--- src/rtl/rpd_pkg.sv ---
// ----------------------------------------------------------------------------
// rpd_pkg
// Types and constants shared by the packet deframer modules.
// ----------------------------------------------------------------------------
package rpd_pkg;

   localparam logic [7:0] CHAR_DOLLAR = 8'h24;
   localparam logic [7:0] CHAR_HASH   = 8'h23;
   localparam logic [7:0] CHAR_PLUS   = 8'h2B;
   localparam logic [7:0] CHAR_MINUS  = 8'h2D;
   localparam logic [7:0] CHAR_COLON  = 8'h3A;

   localparam logic [1:0] KIND_PAYLOAD = 2'd0;
   localparam logic [1:0] KIND_TX      = 2'd1;
   localparam logic [1:0] KIND_GOOD    = 2'd2;
   localparam logic [1:0] KIND_DISCARD = 2'd3;

   localparam logic [1:0] REASON_CHECKSUM = 2'd0;
   localparam logic [1:0] REASON_RESTART  = 2'd1;
   localparam logic [1:0] REASON_OVERFLOW = 2'd2;

   localparam int CMD_QUEUE_DEPTH = 4;

   typedef enum logic [1:0] {
      PH_HUNT,
      PH_PAYLOAD,
      PH_HIGH,
      PH_LOW
   } phase_type;

   typedef enum logic [2:0] {
      CMD_PAYLOAD,
      CMD_PAYLOAD_OVF,
      CMD_RESTART,
      CMD_ACK,
      CMD_ACK_SEQ,
      CMD_NAK
   } cmd_op_type;

   typedef struct packed {
      cmd_op_type  op;
      logic [7:0]  data;
      logic [7:0]  seq0;
      logic [7:0]  seq1;
   } cmd_type;

endpackage

--- src/rtl/rpd_front.sv ---
// ----------------------------------------------------------------------------
// rpd_front
// Framing state machine: classifies each received byte, keeps the sums and
// counts, and issues one command per byte that produces results.
// ----------------------------------------------------------------------------
module rpd_front
   import rpd_pkg::*;
#(
   parameter int BUFFER_BYTES = 512
) (
   input  logic       clock,
   input  logic       reset,
   input  logic       in_valid,
   input  logic [7:0] rx_byte,
   output logic       cmd_valid,
   output cmd_type    cmd
);

   localparam int CW = $clog2(BUFFER_BYTES);
   localparam logic [CW-1:0] COUNT_LIMIT = CW'(BUFFER_BYTES - 1);

   phase_type     phase_ff, phase_in;
   logic [7:0]    running_sum_ff, running_sum_in;
   logic [7:0]    sent_sum_ff, sent_sum_in;
   logic [CW-1:0] count_ff, count_in;
   logic          has_seq_ff, has_seq_in;
   logic [7:0]    held_ff [2];

   logic          take;
   logic          is_dollar, is_hash;
   logic [CW-1:0] count_plus;
   logic          overflow;
   logic [3:0]    hex_val;
   logic          hex_ok;
   logic [7:0]    low_sum;
   logic          held_wr;

   assign take       = in_valid && !rx_byte[7];
   assign is_dollar  = rx_byte == CHAR_DOLLAR;
   assign is_hash    = rx_byte == CHAR_HASH;
   assign count_plus = count_ff + CW'(1);
   assign overflow   = count_plus == COUNT_LIMIT;

   always_comb begin
      hex_ok  = 1'b1;
      hex_val = 4'd0;
      if (rx_byte >= 8'h30 && rx_byte <= 8'h39) begin
         hex_val = 4'(rx_byte - 8'h30);
      end else if (rx_byte >= 8'h61 && rx_byte <= 8'h66) begin
         hex_val = 4'(rx_byte - 8'h57);
      end else if (rx_byte >= 8'h41 && rx_byte <= 8'h46) begin
         hex_val = 4'(rx_byte - 8'h37);
      end else begin
         hex_ok = 1'b0;
      end
   end

   assign low_sum = hex_ok ? sent_sum_ff + {4'd0, hex_val} : sent_sum_ff + 8'hFF;

   // next state
   always_comb begin
      phase_in = phase_ff;
      if (take) begin
         case (phase_ff)
            PH_HUNT: begin
               if (is_dollar) phase_in = PH_PAYLOAD;
            end
            PH_PAYLOAD: begin
               if (is_dollar)     phase_in = PH_PAYLOAD;
               else if (is_hash)  phase_in = PH_HIGH;
               else if (overflow) phase_in = PH_HUNT;
            end
            PH_HIGH: phase_in = PH_LOW;
            PH_LOW:  phase_in = PH_HUNT;
            default: phase_in = PH_HUNT;
         endcase
      end
   end

   // datapath and command
   always_comb begin
      running_sum_in = running_sum_ff;
      sent_sum_in    = sent_sum_ff;
      count_in       = count_ff;
      has_seq_in     = has_seq_ff;
      held_wr        = 1'b0;
      cmd_valid      = 1'b0;
      cmd.op         = CMD_PAYLOAD;
      cmd.data       = rx_byte;
      cmd.seq0       = held_ff[0];
      cmd.seq1       = held_ff[1];
      if (take) begin
         case (phase_ff)
            PH_HUNT: begin
               if (is_dollar) begin
                  running_sum_in = 8'd0;
                  count_in       = '0;
                  has_seq_in     = 1'b0;
               end
            end
            PH_PAYLOAD: begin
               if (is_dollar) begin
                  cmd_valid      = 1'b1;
                  cmd.op         = CMD_RESTART;
                  running_sum_in = 8'd0;
                  count_in       = '0;
                  has_seq_in     = 1'b0;
               end else if (!is_hash) begin
                  held_wr        = count_ff < CW'(2);
                  if (count_ff == CW'(2) && rx_byte == CHAR_COLON) has_seq_in = 1'b1;
                  count_in       = count_plus;
                  running_sum_in = running_sum_ff + rx_byte;
                  cmd_valid      = 1'b1;
                  cmd.op         = overflow ? CMD_PAYLOAD_OVF : CMD_PAYLOAD;
               end
            end
            PH_HIGH: begin
               sent_sum_in = hex_ok ? {hex_val, 4'd0} : 8'hF0;
            end
            PH_LOW: begin
               sent_sum_in = low_sum;
               cmd_valid   = 1'b1;
               if (low_sum == running_sum_ff) begin
                  cmd.op = has_seq_ff ? CMD_ACK_SEQ : CMD_ACK;
               end else begin
                  cmd.op = CMD_NAK;
               end
            end
            default: begin
               cmd_valid = 1'b0;
            end
         endcase
      end
   end

   always_ff @(posedge clock) begin
      if (reset) begin
         phase_ff       <= PH_HUNT;
         running_sum_ff <= 8'd0;
         sent_sum_ff    <= 8'd0;
         count_ff       <= '0;
         has_seq_ff     <= 1'b0;
      end else begin
         phase_ff       <= phase_in;
         running_sum_ff <= running_sum_in;
         sent_sum_ff    <= sent_sum_in;
         count_ff       <= count_in;
         has_seq_ff     <= has_seq_in;
      end
   end

   always_ff @(posedge clock) begin
      if (held_wr) held_ff[count_ff[0]] <= rx_byte;
   end

endmodule

--- src/rtl/rpd_cmd_queue.sv ---
// ----------------------------------------------------------------------------
// rpd_cmd_queue
// Short first-in first-out queue of commands between front and back.
// ----------------------------------------------------------------------------
module rpd_cmd_queue
   import rpd_pkg::*;
(
   input  logic    clock,
   input  logic    reset,
   input  logic    push,
   input  cmd_type push_cmd,
   input  logic    pop,
   output logic    full,
   output logic    empty,
   output cmd_type head
);

   localparam int AW = $clog2(CMD_QUEUE_DEPTH);

   cmd_type         slot_ff [CMD_QUEUE_DEPTH];
   logic [AW-1:0]   wr_ptr_ff, wr_ptr_in;
   logic [AW-1:0]   rd_ptr_ff, rd_ptr_in;
   logic [AW:0]     count_ff, count_in;
   logic            do_push, do_pop;

   assign full    = count_ff == (AW+1)'(CMD_QUEUE_DEPTH);
   assign empty   = count_ff == '0;
   assign do_push = push && !full;
   assign do_pop  = pop && !empty;
   assign head    = slot_ff[rd_ptr_ff];

   always_comb begin
      wr_ptr_in = wr_ptr_ff;
      rd_ptr_in = rd_ptr_ff;
      count_in  = count_ff;
      if (do_push) wr_ptr_in = (wr_ptr_ff == AW'(CMD_QUEUE_DEPTH - 1)) ? '0 : wr_ptr_ff + AW'(1);
      if (do_pop)  rd_ptr_in = (rd_ptr_ff == AW'(CMD_QUEUE_DEPTH - 1)) ? '0 : rd_ptr_ff + AW'(1);
      if (do_push && !do_pop)      count_in = count_ff + (AW+1)'(1);
      else if (do_pop && !do_push) count_in = count_ff - (AW+1)'(1);
   end

   always_ff @(posedge clock) begin
      if (reset) begin
         wr_ptr_ff <= '0;
         rd_ptr_ff <= '0;
         count_ff  <= '0;
      end else begin
         wr_ptr_ff <= wr_ptr_in;
         rd_ptr_ff <= rd_ptr_in;
         count_ff  <= count_in;
      end
   end

   always_ff @(posedge clock) begin
      if (do_push) slot_ff[wr_ptr_ff] <= push_cmd;
   end

endmodule

--- src/rtl/rpd_back.sv ---
// ----------------------------------------------------------------------------
// rpd_back
// Expands each command into its result items, one per cycle while out_pop
// takes them, through a single output register.
// ----------------------------------------------------------------------------
module rpd_back
   import rpd_pkg::*;
(
   input  logic       clock,
   input  logic       reset,
   input  logic       cmd_empty,
   input  cmd_type    cmd,
   output logic       cmd_pop,
   input  logic       out_pop,
   output logic       out_empty,
   output logic [1:0] out_kind,
   output logic [7:0] out_data,
   output logic [1:0] out_reason,
   output logic       out_last
);

   logic [1:0] step_ff, step_in;
   logic       valid_ff, valid_in;
   logic [1:0] kind_ff, kind_in;
   logic [7:0] data_ff, data_in;
   logic [1:0] reason_ff, reason_in;
   logic       last_ff, last_in;
   logic       load;

   assign load = !cmd_empty && (!valid_ff || out_pop);

   // result for the current command and step
   always_comb begin
      kind_in   = KIND_DISCARD;
      data_in   = 8'd0;
      reason_in = REASON_CHECKSUM;
      last_in   = 1'b1;
      case (cmd.op)
         CMD_PAYLOAD: begin
            kind_in = KIND_PAYLOAD;
            data_in = cmd.data;
         end
         CMD_PAYLOAD_OVF: begin
            if (step_ff == 2'd0) begin
               kind_in = KIND_PAYLOAD;
               data_in = cmd.data;
               last_in = 1'b0;
            end else begin
               reason_in = REASON_OVERFLOW;
            end
         end
         CMD_RESTART: begin
            reason_in = REASON_RESTART;
         end
         CMD_ACK: begin
            if (step_ff == 2'd0) begin
               kind_in = KIND_TX;
               data_in = CHAR_PLUS;
               last_in = 1'b0;
            end else begin
               kind_in = KIND_GOOD;
            end
         end
         CMD_ACK_SEQ: begin
            case (step_ff)
               2'd0: begin
                  kind_in = KIND_TX;
                  data_in = CHAR_PLUS;
                  last_in = 1'b0;
               end
               2'd1: begin
                  kind_in = KIND_TX;
                  data_in = cmd.seq0;
                  last_in = 1'b0;
               end
               2'd2: begin
                  kind_in = KIND_TX;
                  data_in = cmd.seq1;
                  last_in = 1'b0;
               end
               default: begin
                  kind_in = KIND_GOOD;
               end
            endcase
         end
         CMD_NAK: begin
            if (step_ff == 2'd0) begin
               kind_in = KIND_TX;
               data_in = CHAR_MINUS;
               last_in = 1'b0;
            end
         end
         default: begin
            kind_in = KIND_DISCARD;
         end
      endcase
   end

   always_comb begin
      step_in  = step_ff;
      valid_in = valid_ff && !out_pop;
      cmd_pop  = 1'b0;
      if (load) begin
         valid_in = 1'b1;
         if (last_in) begin
            step_in = 2'd0;
            cmd_pop = 1'b1;
         end else begin
            step_in = step_ff + 2'd1;
         end
      end
   end

   always_ff @(posedge clock) begin
      if (reset) begin
         step_ff  <= 2'd0;
         valid_ff <= 1'b0;
      end else begin
         step_ff  <= step_in;
         valid_ff <= valid_in;
      end
   end

   always_ff @(posedge clock) begin
      if (load) begin
         kind_ff   <= kind_in;
         data_ff   <= data_in;
         reason_ff <= reason_in;
         last_ff   <= last_in;
      end
   end

   assign out_empty  = !valid_ff;
   assign out_kind   = kind_ff;
   assign out_data   = data_ff;
   assign out_reason = reason_ff;
   assign out_last   = last_ff;

endmodule

--- src/rtl/rsp_packet_deframer_unit.sv ---
// ----------------------------------------------------------------------------
// rsp_packet_deframer_unit
// Receive-side packet deframer for a remote serial protocol link.
//
// Input queue port: req_rx_byte is taken when req_push is high and req_full
// is low, one byte per cycle. Result queue port: while rsp_empty is low the
// oldest result sits on rsp_kind, rsp_data, rsp_discard_reason and rsp_last;
// rsp_pop takes it. rsp_last marks the final result of one input byte.
// A byte is classified in the cycle it is taken and its command enters a
// four-entry queue; the back end turns each command into one to four
// results at one result per cycle while rsp_pop takes them; a command passes
// through the queue and then the output register. Sustained rate is set by
// the back end: one byte per cycle for payload while results are popped; a
// checksum byte that acks with a sequence id gives four results. A stalled
// receiver fills the command queue and req_full rises; nothing is dropped.
// Reset returns the framer to hunt for a start byte and empties both queues.
// ----------------------------------------------------------------------------
module rsp_packet_deframer_unit
   import rpd_pkg::*;
#(
   parameter int BUFFER_BYTES = 512
) (
   input  logic       clock,
   input  logic       reset,
   input  logic       req_push,
   output logic       req_full,
   input  logic [7:0] req_rx_byte,
   output logic       rsp_empty,
   input  logic       rsp_pop,
   output logic [1:0] rsp_kind,
   output logic [7:0] rsp_data,
   output logic [1:0] rsp_discard_reason,
   output logic       rsp_last
);

   logic    accept;
   logic    front_valid;
   cmd_type front_cmd;
   logic    q_full, q_empty, q_pop;
   cmd_type q_head;

   assign req_full = q_full;
   assign accept   = req_push && !q_full;

   rpd_front #(
      .BUFFER_BYTES(BUFFER_BYTES)
   ) u_front (
      .clock     (clock),
      .reset     (reset),
      .in_valid  (accept),
      .rx_byte   (req_rx_byte),
      .cmd_valid (front_valid),
      .cmd       (front_cmd)
   );

   rpd_cmd_queue u_queue (
      .clock    (clock),
      .reset    (reset),
      .push     (front_valid),
      .push_cmd (front_cmd),
      .pop      (q_pop),
      .full     (q_full),
      .empty    (q_empty),
      .head     (q_head)
   );

   rpd_back u_back (
      .clock      (clock),
      .reset      (reset),
      .cmd_empty  (q_empty),
      .cmd        (q_head),
      .cmd_pop    (q_pop),
      .out_pop    (rsp_pop),
      .out_empty  (rsp_empty),
      .out_kind   (rsp_kind),
      .out_data   (rsp_data),
      .out_reason (rsp_discard_reason),
      .out_last   (rsp_last)
   );

endmodule

--- config.mk ---
export PLATFORM = sky130hd
export DESIGN_NAME = rsp_packet_deframer_unit
export DESIGN_NICKNAME = d
export VERILOG_FILES = /design/src/rtl/rpd_pkg.sv /design/src/rtl/rpd_front.sv /design/src/rtl/rpd_cmd_queue.sv /design/src/rtl/rpd_back.sv /design/src/rtl/rsp_packet_deframer_unit.sv
export SDC_FILE = /design/constraint.sdc
export NUM_CORES = 1
export LEC_CHECK = 0
export BUFFER_PORTS_ARGS = -buffer_cell sky130_fd_sc_hd__buf_4
export CAP_MARGIN = 20
export CORE_UTILIZATION = 60
export DETAILED_ROUTE_END_ITERATION = 8
export PLACE_DENSITY = 0.77
export SLEW_MARGIN = 20
export SYNTH_ARGS = -nofsm -noshare
export SYNTH_HDL_FRONTEND = slang
export SYNTH_SLANG_ARGS = --single-unit
--- constraint.sdc ---
create_clock -name clock -period 5.34 [get_ports clock]
set_input_delay 0.267 -clock clock [delete_from_list [all_inputs] [get_ports clock]]
set_output_delay 0.267 -clock clock [all_outputs]
set_load 0.05 [all_outputs]
**Yosys cells after proc, flatten, opt, wreduce, memory -nomap -nowiden**

Memories as Yosys holds them, arrays and structs flattened. A register that Yosys moved wholly into a read port is not among the register bits.
Cells that the tools add are included.

- Register bits after elaboration: 51
- Memory bits (writable): 124
- Output and inout bits: 15
- Logic and storage cells: 162
- Memories kept: 2

- $add $sub $neg: 12
- Order comparisons: 7
- Equal/unequal tests: 23
- Muxes and demuxes: 71
- Reductions and logical operators: 33

Memory list:

| name | depth | bits a word | rd ports | clocked after Yosys merged registers in | write ports | line | source |
|---|---|---|---|---|---|---|---|
| u_queue.slot_ff | 4 | 27 | 1 | 1 | 1 | rpd_cmd_queue.sv:20 | `cmd_type slot_ff [CMD_QUEUE_DEPTH];` |
| u_front.held_ff | 2 | 8 | 2 | 0 | 1 | rpd_front.sv:27 | `logic [7:0] held_ff [2];` |

Operators by type and width:

| operator | number |
|---|---|
| 8-bit two-way mux | 6 |
| 8-bit case mux with 5 select lines | 1 |
| 8-bit case mux with 2 select lines | 2 |
| 2-bit two-way mux | 14 |
| 9-bit two-way mux | 3 |
| 8-bit by 6-bit equality test with 1-bit output, second input constant | 3 |
| 1-bit two-way mux | 24 |
| 8-bit case mux with 3 select lines | 1 |
| 3-bit two-way mux | 7 |
| 9-bit case mux with 2 select lines | 1 |
| 8-bit by 7-bit greater-or-equal comparator with 1-bit output, second input constant | 2 |
| 8-bit by 7-bit less-or-equal comparator with 1-bit output, second input constant | 2 |
| 1-bit logical AND | 12 |
| 4-bit two-way mux | 3 |
| 6-bit two-way mux | 2 |
| 2-bit equality test, second input constant | 5 |
| 2-bit case mux with 5 select lines | 1 |
| 9-bit by 1-bit adder with 9-bit output, second input constant | 1 |
| 3-bit equality test, second input constant | 3 |
| 9-bit by 2-bit equality test with 1-bit output, second input constant | 1 |
| 9-bit equality test, second input constant | 1 |
| 9-bit by 2-bit less-than comparator with 1-bit output, second input constant | 1 |
| 8-bit by 4-bit adder with 8-bit output | 1 |
| 8-bit adder | 1 |
| other kinds (30) | 48 |

**Depth between registers and ports, before layout**

- Word-level depth: 11
- Mapped depth: 16
- Gate-level depth less buffers: 16

**Hierarchy**

A second synthesis with hierarchy kept.

- Cell total of the unflattened synthesis: 580
- Area, all modules: 8212.9 µm²

By module, submodules not included:

| module | times used | cells each | area each (µm²) | sequential area each (µm²) |
|---|---|---|---|---|
| rpd_cmd_queue | 1 | 191 | 4399.2 | 3423.3 |
| rpd_front | 1 | 306 | 2885.3 | 1041.0 |
| rpd_back | 1 | 82 | 914.6 | 450.4 |
| rsp_packet_deframer_unit | 1 | 1 | 13.8 | 0.0 |

**Worst setup path after synthesis**

No wires, ideal clock.

- Kind: input-to-reg
- Start point: input port req_rx_byte[3]
- End point: memory u_queue.slot_ff[0][26] in the netlist's numbering (data pin)
- Setup time: 263 ps
- Arrival: 3189 ps
- Path slack: 1889 ps
- Stages on the path: 13
- Cells stage by stage: nor3_1 o311a_4 nand2_1 or3_1 a21o_1 ha_1 o21a_1 a21oi_1 o21ai_0 a21oi_1 xor3_1 or3_1 nor2b_1

RTL lines:

| what | line | source |
|---|---|---|
| start: declaration | rsp_packet_deframer_unit.sv:27 | `input logic [7:0] req_rx_byte,` |
| end: declaration | rpd_cmd_queue.sv:20 |  |

==> results.sh <==
export IMPL_htree_levels=4
export IMPL_tightestPinTransition_ps=910
export IMPL_rsz0062_at_grt="no"
export IMPL_finClkSkew_ps=11.1
export IMPL_die_width_um=117
export IMPL_hold_start="req_rx_byte[4]"
export IMPL_synth_warnings=0
export IMPL_clockBufferDepth=2
export IMPL_cp_arrival_ps=4110
export IMPL_path_clk_slew_ps=60
export IMPL_die_h_um=117
export IMPL_synth_top_area_share=0.515
export IMPL_port_buffer_count=26
export IMPL_synth_area_um2=7990
export IMPL_maxCapViolations=0
export IMPL_layout_drive_gt1_share=0.164
export IMPL_tritoncts="done"
export IMPL_worstPathMaxFanout=12
export IMPL_routed_wl_um=16600
export IMPL_syn2layout_area_growth_pct=11.8
export IMPL_crit_type="in -> reg"
export IMPL_io_pins=27
export IMPL_postCtsSetupBuffers=0
export IMPL_finalMaxSlewViolations=0
export IMPL_crit_chain="buf_4 > inv_1 > ha_1 > nor2b_1 > a211o_1 > a31oi_1 > ha_1 > inv_1 > fa_1 > xor2_1 > nand3_1 > a2111oi_0 > o2111ai_1 > or3_1 > o32ai_1"
export IMPL_status="completed"
export IMPL_worstHoldEndpoint="u_queue.slot_ff[2][20]"
export IMPL_synthTopCellsByArea="edfxtp_1, dfxtp_1, mux4_2"
export IMPL_fin_tns_setup_ps=0
export IMPL_synth_edff_count=137
export IMPL_start_kind="input pin"
export IMPL_drtIter0Drc=396
export IMPL_grt_first_pass_wirelength_um=26000
export IMPL_place_ws_ps=1110
export IMPL_synth_fp_nets=622
export IMPL_first_pass_iters=5
export IMPL_fin_nets=651
export IMPL_synth_most_common_cell="edfxtp_1"
export IMPL_ant_nets=0
export IMPL_vdd_drop_max_mv=0.263
export IMPL_cts_sinks=177
export IMPL_reg2reg_to="u_queue.count_ff[2]"
export IMPL_track_usage=0.254
export IMPL_start_util=0.623
export IMPL_power_density_nw_per_um2=411
export IMPL_clk_latency_ps=430
export IMPL_grt_max_degree=40
export IMPL_num_vias=4882
export IMPL_setup_ws_ps=1400
export IMPL_syn_avg_cell_area_um2=13.9
export IMPL_gp_congestion=0.897
export IMPL_ys_ff_latch=177
export IMPL_die_area_um2=13800
export IMPL_min_period_ps=3940
export IMPL_yosysUniqueCellTypes=57
export IMPL_critical_path_max_stage_delay_ps=560
export IMPL_endpoint_kind="flop"
export IMPL_p_leak_nw=3.14
export IMPL_cp_data_required_time_ps=5510
export IMPL_yosysTopAreaCell="edfxtp_1"
export IMPL_hold_viol_final=0
export IMPL_finalCritPeriodShare=0.737
export IMPL_antenna_cells=0
export IMPL_async_flop_share=0
export IMPL_fmax_mhz=254
export IMPL_synth_cells=575
export IMPL_min_path_type="in -> reg"
export IMPL_regToRegSetupSlack_ps=1800
export IMPL_post_cts_resized=0
export IMPL_grt_pass1_vias=4866
export IMPL_yosys_top_cells_count="edfxtp_1, dfxtp_1, nor2_1"
export IMPL_antenna_found_initial=0
export IMPL_cts_hold_repair_buffers=0
export IMPL_setup_viol=0
export IMPL_slowest_stage="a2111oi_0"
export IMPL_ff2ff_path_depth=13
export IMPL_hpwl_um=10800
export IMPL_synth_seq_area_share=0.615
export IMPL_wl_per_cell_um=21.0
export IMPL_core_um2=12800
export IMPL_hold_depth=1
export IMPL_slew_headroom=0.392
export IMPL_avgViaCountPerCell=6.19
export IMPL_cts_root_buf="clkbuf_16"
export IMPL_rows=41
export IMPL_overflow=0
export IMPL_drc=0
export IMPL_cts_buffers=17
export IMPL_synth_ff_type="edfxtp_1"
## critical path: cells and delay by family
family / cells / cell delay [ps]
simple gates: 3 / 620
compound gates: 5 / 1750
buf+inv: 3 / 330
xor+xnor: 1 / 150
fa+ha+maj: 3 / 970
## registers in the layout, indices dropped and copies added, names as in the netlist, named ones only
name and count:
u_front.count_ff 9, u_back.out_data 8, u_back.out_last 1, u_front.phase_ff 1, u_back.valid_ff 1, u_queue.count_ff 3, u_front.sent_sum_ff 8, u_back.out_reason 2
u_back.out_kind 2, u_queue.wr_ptr_ff 2, u_back.step_ff 2, u_queue.slot_ff 108, u_front.running_sum_ff 8, u_front.has_seq_ff 1, u_queue.rd_ptr_ff 2, u_front.held_ff 16
## metal layers
layer,vias to the layer above,wire [µm],track usage
li1,2257,-,-
met1,2430,6540,0.306
met2,160,8790,0.448
met3,35,831,0.0545
met4,0,405,0.0917
met5,-,0,0
## area by class of cell
class,count,area [µm²]
clock buffers,21,460
clock inverters,11,105
fillers,850,3890
inverters,32,120
multi-input cells,341,2850
flip-flops and latches,177,4920
well taps,172,215
repair buffers,35,263
## through the flow
stage / std cells / total power [mW] / cell area, µm² / hold WS, ps / util
after global placement: 757 / 2.48 / 8370 / 448 / 0.652
after floorplan: 575 / 2.28 / 7990 / 366 / -
after detailed placement: 757 / 2.51 / 8370 / 459 / 0.652
final: 789 / 3.67 / 8930 / 97.2 / 0.696
after CTS: 789 / 3.69 / 8930 / 93.2 / 0.696
after global routing: 789 / 3.81 / 8930 / 94.2 / 0.696
## worst max-delay path by stage
stage	end	from	slack [ps]
floorplan	u_queue.slot_ff[0][26]	req_rx_byte[3]	1890
global placement	u_queue.slot_ff[0][25]	req_rx_byte[0]	1210
detailed placement	u_queue.slot_ff[2][25]	req_rx_byte[0]	1110
CTS	u_queue.slot_ff[2][25]	req_rx_byte[0]	1540
global route	u_queue.slot_ff[2][25]	req_rx_byte[0]	1140
finish	u_queue.slot_ff[2][25]	req_rx_byte[0]	1400
## cell families (layout without fill, tap and decap cells)
group,count (synthesis),after routing,share of synthesized area
flip-flops,177,177,0.615
AND/OR/NAND/NOR,135,135,0.0856
AO/OA/AOI/OAI,110,110,0.0947
buffers and inverters,57,99,0.0285
multiplexers,37,37,0.0886
adder cells (fa/ha/maj),35,35,0.0576
XOR/XNOR,24,24,0.0299
## layout by cell type (no fill, tap or decap), drive strengths merged, types with 8 or more instances in the layout
master	Yosys	layout
edfxtp	137	137
ha	32	32
nand2	24	24
buf	10	35
nand3	8	8
a21oi	34	34
mux2i	10	10
a22oi	10	10
xor2	10	10
dfxtp	40	40
and2	8	8
mux4	27	27
o22ai	9	9
xnor2	12	12
nor2	40	40
inv	32	35
clkbuf	15	21
a211oi	8	8
a31oi	8	8
nor3	14	14
## power breakdown
| part | switching (mW) | internal [mW] |
|---|---|---|
| Sequential | 0.0429 | 1.58 |
| Clock | 0.507 | 0.670 |
| Combinational | 0.544 | 0.325 |
No activity file was read; power rests on OpenSTA's default activity.
